--- src/rtl/tmrb_pkg.sv ---
// ---------------------------------------------------------------------------
// tmrb_pkg
// types, constants and helpers for the transmit message ring buffer
// ---------------------------------------------------------------------------
package tmrb_pkg;

  localparam int unsigned DEPTH  = 16;
  localparam int unsigned PTR_W  = (DEPTH > 1) ? $clog2(DEPTH) : 1;
  localparam int unsigned OCC_W  = $clog2(DEPTH + 1);
  localparam int unsigned BYTE_W = 8;
  localparam int unsigned LEN_W  = 8;
  localparam int unsigned CMP_W  = (OCC_W > LEN_W) ? OCC_W : LEN_W;

  localparam int unsigned IN_TDATA_W  = 16;
  localparam int unsigned IN_TUSER_W  = 2;
  localparam int unsigned OUT_TDATA_W = 16;

  // request function codes
  localparam logic FN_STORE = 1'b0;
  localparam logic FN_READY = 1'b1;

  typedef logic [PTR_W-1:0]  ptr_t;
  typedef logic [OCC_W-1:0]  occ_t;
  typedef logic [BYTE_W-1:0] byte_t;
  typedef logic [LEN_W-1:0]  len_t;
  typedef logic [CMP_W-1:0]  cmp_t;

  typedef enum logic [1:0] {
    ST_OK         = 2'd0,
    ST_BAD_LENGTH = 2'd1,
    ST_NO_ROOM    = 2'd2,
    ST_DROPPED    = 2'd3
  } status_e;

  // wraps at DEPTH, also for depths that are not a power of two
  function automatic ptr_t ptr_next(ptr_t p);
    ptr_t r;
    if (p == ptr_t'(DEPTH - 1)) begin
      r = '0;
    end else begin
      r = p + 1'b1;
    end
    return r;
  endfunction

endpackage

--- src/rtl/tmrb_ram.sv ---
// ---------------------------------------------------------------------------
// tmrb_ram
// generic single-write, single-read ram with registered read data
// ---------------------------------------------------------------------------
module tmrb_ram #(
  parameter int unsigned WIDTH  = 8,
  parameter int unsigned DEPTH  = 16,
  parameter int unsigned ADDR_W = (DEPTH > 1) ? $clog2(DEPTH) : 1
) (
  input  logic              clk_i,
  input  logic              we_i,
  input  logic [ADDR_W-1:0] waddr_i,
  input  logic [WIDTH-1:0]  wdata_i,
  input  logic              re_i,
  input  logic [ADDR_W-1:0] raddr_i,
  output logic [WIDTH-1:0]  rdata_o
);

  logic [WIDTH-1:0] mem [DEPTH];
  logic [WIDTH-1:0] rdata_q;

  always_ff @(posedge clk_i) begin
    if (we_i) begin
      mem[waddr_i] <= wdata_i;
    end
  end

  // read data holds until the next read
  always_ff @(posedge clk_i) begin
    if (re_i) begin
      rdata_q <= mem[raddr_i];
    end
  end

  assign rdata_o = rdata_q;

endmodule

--- src/rtl/tx_message_ring_buffer_unit.sv ---
// ---------------------------------------------------------------------------
// tx_message_ring_buffer_unit: transmit ring buffer for whole messages
// result path: ram read into the pending stage, then the output register
// throughput: one request per cycle while the result side keeps up
// reset: pointers, occupancy and flags clear at once; ring contents stay undefined
// ---------------------------------------------------------------------------
module tx_message_ring_buffer_unit (
  input  logic                              clk_i,
  input  logic                              rst_ni,
  input  logic                              s_axis_tvalid_i,
  output logic                              s_axis_tready_o,
  // [7:0] data_byte, [15:8] msg_length
  input  logic [tmrb_pkg::IN_TDATA_W-1:0]   s_axis_tdata_i,
  // [0] func, [1] first_of_message
  input  logic [tmrb_pkg::IN_TUSER_W-1:0]   s_axis_tuser_i,
  output logic                              m_axis_tvalid_o,
  input  logic                              m_axis_tready_i,
  // [1:0] status, [2] tx_valid, [10:3] tx_byte, [11] busy_res, [15:12] zero
  output logic [tmrb_pkg::OUT_TDATA_W-1:0]  m_axis_tdata_o
);

  // request fields
  logic             in_func;
  logic             in_first;
  tmrb_pkg::byte_t  in_data;
  tmrb_pkg::len_t   in_len;

  assign in_func  = s_axis_tuser_i[0];
  assign in_first = s_axis_tuser_i[1];
  assign in_data  = s_axis_tdata_i[7:0];
  assign in_len   = s_axis_tdata_i[15:8];

  // control state
  tmrb_pkg::ptr_t wr_ptr_q, wr_ptr_d;
  tmrb_pkg::ptr_t rd_ptr_q, rd_ptr_d;
  tmrb_pkg::occ_t occ_q, occ_d;
  logic           busy_q, busy_d;
  tmrb_pkg::len_t bts_q, bts_d;
  logic           drop_q, drop_d;

  logic              accept;
  logic              store;
  logic              emit;
  tmrb_pkg::status_e status;

  // pending stage, waiting for ram read data
  logic              pend_q;
  logic              pend_move;
  logic              pend_emit_q;
  logic              pend_fwd_q;
  tmrb_pkg::byte_t   pend_byte_q;
  tmrb_pkg::status_e pend_status_q;
  logic              pend_busy_q;

  // output register
  logic                                 out_valid_q;
  logic [tmrb_pkg::OUT_TDATA_W-1:0]     out_tdata_q;

  tmrb_pkg::byte_t ram_rdata;
  tmrb_pkg::byte_t tx_byte;

  assign pend_move       = pend_q && (!out_valid_q || m_axis_tready_i);
  assign s_axis_tready_o = !pend_q || pend_move;
  assign accept          = s_axis_tvalid_i && s_axis_tready_o;

  always_comb begin
    wr_ptr_d = wr_ptr_q;
    rd_ptr_d = rd_ptr_q;
    busy_d   = busy_q;
    bts_d    = bts_q;
    drop_d   = drop_q;
    store    = 1'b0;
    emit     = 1'b0;
    status   = tmrb_pkg::ST_OK;

    if (in_func == tmrb_pkg::FN_READY) begin
      if (busy_q) begin
        if (occ_q != '0) begin
          emit = 1'b1;
        end else begin
          busy_d = 1'b0;
        end
      end
    end else if (in_first) begin
      if (in_len == '0 ||
          tmrb_pkg::cmp_t'(in_len) > tmrb_pkg::cmp_t'(tmrb_pkg::DEPTH)) begin
        status = tmrb_pkg::ST_BAD_LENGTH;
        bts_d  = '0;
        drop_d = 1'b1;
      end else if (tmrb_pkg::cmp_t'(in_len) >
                   tmrb_pkg::cmp_t'(tmrb_pkg::DEPTH) - tmrb_pkg::cmp_t'(occ_q)) begin
        status = tmrb_pkg::ST_NO_ROOM;
        bts_d  = '0;
        drop_d = 1'b1;
      end else begin
        drop_d = 1'b0;
        store  = 1'b1;
        bts_d  = in_len - 1'b1;
      end
    end else if (bts_q != '0 && !drop_q) begin
      if (tmrb_pkg::cmp_t'(occ_q) >= tmrb_pkg::cmp_t'(tmrb_pkg::DEPTH)) begin
        status = tmrb_pkg::ST_NO_ROOM;
        bts_d  = '0;
        drop_d = 1'b1;
      end else begin
        store = 1'b1;
        bts_d = bts_q - 1'b1;
      end
    end else begin
      status = tmrb_pkg::ST_DROPPED;
    end

    // message complete and transmitter idle: start sending
    if (store && bts_d == '0 && !busy_q) begin
      emit   = 1'b1;
      busy_d = 1'b1;
    end

    if (store) begin
      wr_ptr_d = tmrb_pkg::ptr_next(wr_ptr_q);
    end
    if (emit) begin
      rd_ptr_d = tmrb_pkg::ptr_next(rd_ptr_q);
    end
    occ_d = occ_q + tmrb_pkg::occ_t'(store) - tmrb_pkg::occ_t'(emit);
  end

  tmrb_ram #(
    .WIDTH (tmrb_pkg::BYTE_W),
    .DEPTH (tmrb_pkg::DEPTH),
    .ADDR_W(tmrb_pkg::PTR_W)
  ) u_ram (
    .clk_i  (clk_i),
    .we_i   (accept && store),
    .waddr_i(wr_ptr_q),
    .wdata_i(in_data),
    .re_i   (accept && emit),
    .raddr_i(rd_ptr_q),
    .rdata_o(ram_rdata)
  );

  always_ff @(posedge clk_i or negedge rst_ni) begin
    if (!rst_ni) begin
      wr_ptr_q    <= '0;
      rd_ptr_q    <= '0;
      occ_q       <= '0;
      busy_q      <= 1'b0;
      bts_q       <= '0;
      drop_q      <= 1'b0;
      pend_q      <= 1'b0;
      out_valid_q <= 1'b0;
    end else begin
      if (accept) begin
        wr_ptr_q <= wr_ptr_d;
        rd_ptr_q <= rd_ptr_d;
        occ_q    <= occ_d;
        busy_q   <= busy_d;
        bts_q    <= bts_d;
        drop_q   <= drop_d;
      end
      if (accept) begin
        pend_q <= 1'b1;
      end else if (pend_move) begin
        pend_q <= 1'b0;
      end
      if (pend_move) begin
        out_valid_q <= 1'b1;
      end else if (m_axis_tready_i) begin
        out_valid_q <= 1'b0;
      end
    end
  end

  // ram is read-first: a byte written and sent in the same request is forwarded
  always_ff @(posedge clk_i) begin
    if (accept) begin
      pend_emit_q   <= emit;
      pend_fwd_q    <= store && emit && (wr_ptr_q == rd_ptr_q);
      pend_byte_q   <= in_data;
      pend_status_q <= status;
      pend_busy_q   <= busy_d;
    end
    if (pend_move) begin
      out_tdata_q <= {4'b0000, pend_busy_q, tx_byte, pend_emit_q, pend_status_q};
    end
  end

  always_comb begin
    if (!pend_emit_q) begin
      tx_byte = '0;
    end else if (pend_fwd_q) begin
      tx_byte = pend_byte_q;
    end else begin
      tx_byte = ram_rdata;
    end
  end

  assign m_axis_tvalid_o = out_valid_q;
  assign m_axis_tdata_o  = out_tdata_q;

endmodule

--- config.mk ---
export PLATFORM = sky130hd
export DESIGN_NAME = tx_message_ring_buffer_unit
export DESIGN_NICKNAME = d
export VERILOG_FILES = /design/src/rtl/tmrb_pkg.sv /design/src/rtl/tmrb_ram.sv /design/src/rtl/tx_message_ring_buffer_unit.sv
export SDC_FILE = /design/constraint.sdc
export NUM_CORES = 1
export LEC_CHECK = 0
export BUFFER_PORTS_ARGS = -buffer_cell sky130_fd_sc_hd__buf_4
export CORE_AREA = 2 2 150 152
export DETAILED_ROUTE_END_ITERATION = 16
export DIE_AREA = 0 0 152 154
export HOLD_SLACK_MARGIN = 0.06
export SYNTH_ARGS = -nofsm -noshare
export SYNTH_HDL_FRONTEND = slang
export SYNTH_HIERARCHICAL = 1
export SYNTH_SLANG_ARGS = --single-unit
--- constraint.sdc ---
create_clock -name clk_i -period 5.4 [get_ports clk_i]
set_input_delay 1.08 -clock clk_i [delete_from_list [all_inputs] [get_ports clk_i]]
set_output_delay 1.08 -clock clk_i [all_outputs]
set_load 0.03 [all_outputs]
# Word-level counts from Yosys, hierarchy flattened
# Memories as Yosys holds them, arrays and structs flattened. A register that Yosys moved wholly into a read port is not among the register bits.
# Cells that the tools add are included.
# totals
mem_bits_ro	0
latch_bits	0
out_inout_bits	18
inputBits	22
register_bits	50
word_cells	94
ramBits	128
mem_count	1
# mem_list
name	words	width	rd	rd_ports_with_merged_regs	wr	line_no	rtl
u_ram.mem	16	8	1	1	1	tmrb_ram.sv:19	logic [WIDTH-1:0] mem [DEPTH];
# op_classes
mux	37
magnitude_cmp	3
eq_ne	3
multipliers	0
reduce_logical	27
bitwise_logic	1
n_div	0
addsub	7
n_shift	0
# ops
op	n
2-to-1 mux 8 bit	7
2-to-1 mux 1 bit	23
zero test 8 bit	2
subtractor 8 x 1 -> 8 bit (second input constant)	2
2-to-1 mux 2 bit	5
logical AND 1 bit	9
adder 4 x 1 -> 4 bit (second input constant)	2
== test 4 bit (second input constant)	2
> comparator 8 x 5 -> 1 bit (second input constant)	1
> comparator 8 bit	1
2-to-1 mux 4 bit	2
nonzero test 2 bit	4
nonzero test 8 bit	1
subtractor 5 x 5 -> 6 bit (first input constant)	1
adder 5 x 1 -> 5 bit	1
>= comparator 5 bit (second input constant)	1
nonzero test 5 bit	1
subtractor 5 x 1 -> 5 bit	1
== test 4 bit	1
zero test 1 bit	4
AND reduction 2 bit	2
AND reduction 4 bit	1
logical OR 1 bit	3
inverter 1 bit	1

# Longest topological paths before layout
# depth
ltp_word	12
depth_mapped	22
ltp_nobuf	21

# Hierarchy
# Netlist, hierarchy kept.
# by_module_without_submodules
mod	cells_per_inst	seq_area_each_um2	area_each_um2	n_inst
tmrb_ram	229	4083.9	5227.5	1
tx_message_ring_buffer_unit	341	1376.3	3309.4	1

# Least setup slack after synthesis
# OpenSTA, ideal clock, no wires.
# synth_path
kind	input-to-reg
startpoint	in s_axis_tdata_i[9] (netlist bit)
endpoint	reg occ_q[4]
path_stages	18
slack_ns	0.766
setup_ns	0.136
arrival_ns	4.498
t_required_ns	5.264
n_path_buf	1
cell_sequence	ha_1 nor2b_1 o211ai_1 a211oi_1 or3b_1 buf_2 a2111oi_0 o2111ai_1 o21ai_0 ha_1 inv_1 ha_1 fa_1 a21oi_1 nor2_1 nor2_1 xor2_1 o21ai_0
# synth_via
elab_chain_cells	10
elab_cells_between_ends	19
classes_between	3 x add/sub; 2 x order compare; 9 x mux; 5 x reduce/logical
# synth_lines
item	line_no	rtl
from (decl)	tx_message_ring_buffer_unit.sv:13	input logic [tmrb_pkg::IN_TDATA_W-1:0] s_axis_tdata_i,
subtractor 8 x 1 -> 8 bit (tied with other cells)	tx_message_ring_buffer_unit.sv:98	bts_d = in_len - 1'b1;
2-to-1 mux 8 bit / logical OR 1 bit (equally long branches)	tx_message_ring_buffer_unit.sv:90, tx_message_ring_buffer_unit.sv:85	
2-to-1 mux 8 bit	tx_message_ring_buffer_unit.sv:85	if (in_len == '0 ||
2-to-1 mux 8 bit	tx_message_ring_buffer_unit.sv:84	end else if (in_first) begin
2-to-1 mux 8 bit	tx_message_ring_buffer_unit.sv:76	if (in_func == tmrb_pkg::FN_READY) begin
zero test 8 bit	tx_message_ring_buffer_unit.sv:114	if (store && bts_d == '0 && !busy_q) begin
logical AND 1 bit * (2 in series)	tx_message_ring_buffer_unit.sv:114	
2-to-1 mux 1 bit *	tx_message_ring_buffer_unit.sv:114	
net emit	tx_message_ring_buffer_unit.sv:43	logic emit;
subtractor 5 x 1 -> 5 bit *	tx_message_ring_buffer_unit.sv:125	occ_d = occ_q + tmrb_pkg::occ_t'(store) - tmrb_pkg::occ_t'(emit);
to (signal assigned)	tx_message_ring_buffer_unit.sv:146	occ_q <= '0;
to (signal assigned)	tx_message_ring_buffer_unit.sv:156	occ_q <= occ_d;
to (decl)	tx_message_ring_buffer_unit.sv:36	tmrb_pkg::occ_t occ_q, occ_d;
# The timed path passes the listed nets; every way through them passes the cells marked *.
# A chain may end at the register's enable or synchronous reset.

# Worst setup path after layout
# layout_path
startpoint	reg occ_q[2]
endpoint	reg occ_q[4]
# layout_via
elab_chain_cells	11
elab_cells_between_ends	25
classes_between	3 x add/sub; 2 x order compare; 16 x mux; 4 x reduce/logical
# layout_lines
item	line_no	rtl
subtractor 5 x 5 -> 6 bit	tx_message_ring_buffer_unit.sv:91	tmrb_pkg::cmp_t'(tmrb_pkg::DEPTH) - tmrb_pkg::cmp_t'(occ_q)) begin
> comparator 8 bit	tx_message_ring_buffer_unit.sv:90	end else if (tmrb_pkg::cmp_t'(in_len) >
2-to-1 mux 8 bit	tx_message_ring_buffer_unit.sv:90	
2-to-1 mux 8 bit	tx_message_ring_buffer_unit.sv:85	
2-to-1 mux 8 bit	tx_message_ring_buffer_unit.sv:84	
2-to-1 mux 8 bit	tx_message_ring_buffer_unit.sv:76	
zero test 8 bit	tx_message_ring_buffer_unit.sv:114	
logical AND 1 bit (2 in series)	tx_message_ring_buffer_unit.sv:114	
2-to-1 mux 1 bit *	tx_message_ring_buffer_unit.sv:114	
net emit	tx_message_ring_buffer_unit.sv:43	
subtractor 5 x 1 -> 5 bit *	tx_message_ring_buffer_unit.sv:125	
# Marked as above.

==> reports/results.ini <==
[run_status]
outcome=finished clean

[finish]
num-fill-cells=1859
insertedDiodeCount=0
fin_util_pct=44.6
regArea_mm2=0.00546
multi_input_area_mm2=0.00284
drive_gt1_share_pct=17.4
nNetsFinal=663
instances_no_fill=907
area_growth_syn_to_layout_pct=13.3
finalInstanceArea_mm2=0.00967

[power]
power_mw=3.48
peakVddDrop_mv=0.133
power.leakage_nw=3.38
powerDensity_mw_per_mm2=360

[worst_setup_path]
r2r_setup_slack_ns=0.61
cp.required_ns=5.68
crit_fanout=5
r2r-start=occ_q[2]
path_class=flip-flop to flip-flop
end_kind=flip-flop
ff2ff_path_depth=21
timing.rr.end=occ_q[4]
crit_arrival_ns=5.07
startpoint=occ_q[2]
crit_path_start_kind=flip-flop

[job]
cap_violations=0

[die]
die-width_um=152
chipHeight_um=154
die-area_mm2=0.0234
std_cell_rows=54
core_area_mm2=0.0217
num_io_pins=40
start_util_pct=39.4

[sta]
rsz0062_at_grt=no
finalSetupViolCount=0
fin_hold_ws_ns=0.426
post-route-period-util_pct=88.7
finalHoldViolCount=0
fin_ws_ns=0.608
worstMarginPinSlew_ns=0.915
fin_skew_ns=0.0103
fmax_ghz=0.209
tns_ns=0
finalMaxSlewViolations=0
period_needed_ns=4.79
slew_headroom_pct=38.8

[clocking]
insertion_delay_ns=0.43
numClockSinks=186
cts_resized=0
htreeDepth=4
ctsRootBufferMaster=clkbuf_16
ctsHoldBuffers=0
cts_max_path_buffers=2
cts_buffers=17
cts_tree=done
cts_setup_buffers=0
cts.clk_slew.worst_paths_ns=0.07

[global_routing]
grt_max_degree=37
grt_pass1_vias=5032
grt_antenna_before_repair=0
gr-total-overflow=0
grt_pass1_wl_um=28500
track_usage_pct=15.8

[synth]
syn_inst=570
synth_edf_count=161
avgSynthCellArea_um2=15.0
synth-seq-cells=186
synth_cell_types=62
ys.warnings.count=6
ys_async_sr_fraction_pct=13.4
seq_area_frac_synth_pct=64.0
netlist_area_mm2=0.00854
synthFlopType=edfxtp_1

[route]
drtIter0Drc=410
via_per_inst=5.51
routed_wl_um=17900
drc=0
wl_per_cell_um=19.8
firstDrtPassIters=7
ant_nets=0
num_vias=4998

[hold_path]
worstHoldStart=pend_status_q[0]
min_path_cells=0
hp-class=flip-flop to flip-flop
min_to=m_axis_tdata_o[0]

[place]
placed_cells=875
gp_congestion=0.852
dpl_cell_area_mm2=0.00908
pre_cts_slack_ns=0.483
io_buffers=35
dp_hpwl_um=12200

registers in the layout (all words and copies together), names as in the netlist:
name,count
pend_status_q,2
pend_fwd_q,1
bts_q,8
rd_ptr_q,4
m_axis_tvalid_o,1
m_axis_tdata_o,12
pend_emit_q,1
busy_q,1
pend_byte_q,8
u_ram/rdata_o,8
pend_q,1
drop_q,1
wr_ptr_q,4
pend_busy_q,1
occ_q,5
u_ram/mem,128
worst max-delay path by stage:
stage	to	slack [ns]	cells past startpoint
2_1_floorplan	occ_q[4]	0.77	18
3_3_place_gp	occ_q[4]	0.59	18
3_5_place_dp	occ_q[4]	0.48	18
4_1_cts	occ_q[4]	0.60	21
5_1_grt	occ_q[4]	0.1	21
6_report	occ_q[4]	0.61	21
synthesized netlist by cell type, drive strengths merged, types with 2 or more instances:
cell	number	area, um2
nor3b	4	30.0
nand4	4	25.0
a31oi	6	37.5
clkbuf	7	26.3
nor3	14	70.1
a22oi	17	128
a21o	2	15.0
a2111oi	2	17.5
clkdlybuf4s25	3	30.0
a211oi	3	22.5
mux4	32	773
nand3	8	40.0
o31ai	3	27.5
inv	23	86.3
or4	3	22.5
buf	14	104
nand3b	6	45.0
o21ai	25	125
edfxtp	161	4830
o21a	2	15.0
nor2b	12	75.1
xor2	10	87.6
mux2i	8	80.1
ha	26	325
a21oi	22	110
dfrtp	25	626
nand2b	12	75.1
or4b	2	20.0
o32a	2	20.0
nor2	36	135
and2	3	18.8
mux2	4	45.0
xnor2	7	61.3
nor4	5	52.6
o211ai	2	20.0
nand2	34	128
or3b	3	26.3
o221ai	3	26.3
power breakdown:
group          internal [mW]  switching, mW  leakage (nW)
logic                  0.243          0.331          1.32
registers               1.61         0.0744          1.77
clock network          0.658          0.564         0.283
layout make-up:
class / count / share of cell area [%]
clock inverter: 14 / 1.66
clock buffer: 18 / 4.44
sequential: 186 / 56.5
timing repair buffer: 46 / 3.57
inverter: 23 / 0.892
tap: 280 / 3.62
multi-input combinational: 340 / 29.4
cell families (layout without fill, tap and decap cells):
logic type,Yosys count,in the layout,synth area share (%)
compound gates,99,99,7.59
xor+xnor,17,17,1.74
simple gates,149,149,9.20
other cells,1,4,0.0439
buf+inv,47,101,2.89
flops,186,186,64.0
fa+ha+maj,27,27,4.05
mux,44,44,10.5
cells in the final DEF, fill, tap and decap left out, types with 6 or more instances in the layout:
cell,synthesis,final
inv_1,22,22
ha_1,26,26
xor2_1,10,10
nand2b_1,12,12
clkbuf_16,0,17
mux4_1,14,14
nor2_1,36,36
nand2_1,34,34
xnor2_1,7,7
a21oi_1,22,22
buf_4,6,46
nor3_1,14,14
edfxtp_1,161,161
nor2b_1,12,12
dfrtp_1,25,24
nand3b_1,6,6
mux4_2,18,18
a22oi_1,17,17
o21ai_0,25,25
nand3_1,8,8
mux2i_1,8,8
a31oi_1,6,6
routing by layer:
| layer | global-route usage (%) | part of all wire (%) | vias up |
|---|---|---|---|
| li1 | - | - | 2313 |
| met1 | 21.9 | 46 | 2542 |
| met2 | 25.7 | 49 | 132 |
| met3 | 2.90 | 4.6 | 11 |
| met4 | 4.49 | 0.90 | 0 |
| met5 | 0 | 0 | - |
critical path, stage by stage (launching register included):
cell and delay [ns]:
dfrtp_1 0.40, inv_1 0.12, ha_1 0.22, and2_1 0.17
ha_1 0.29, ha_1 0.28, nand4_1 0.11, nor2_1 0.17
a21oi_1 0.11, or3b_1 0.43, a2111oi_0 0.43, o2111ai_1 0.31
o21ai_0 0.31, ha_1 0.16, inv_1 0.04, ha_1 0.20
fa_1 0.40, a21oi_1 0.15, nor2_1 0.05, nor2_1 0.10
xor2_1 0.14, o21ai_0 0.08
Note: power is estimated with default switching activity, not from simulation.
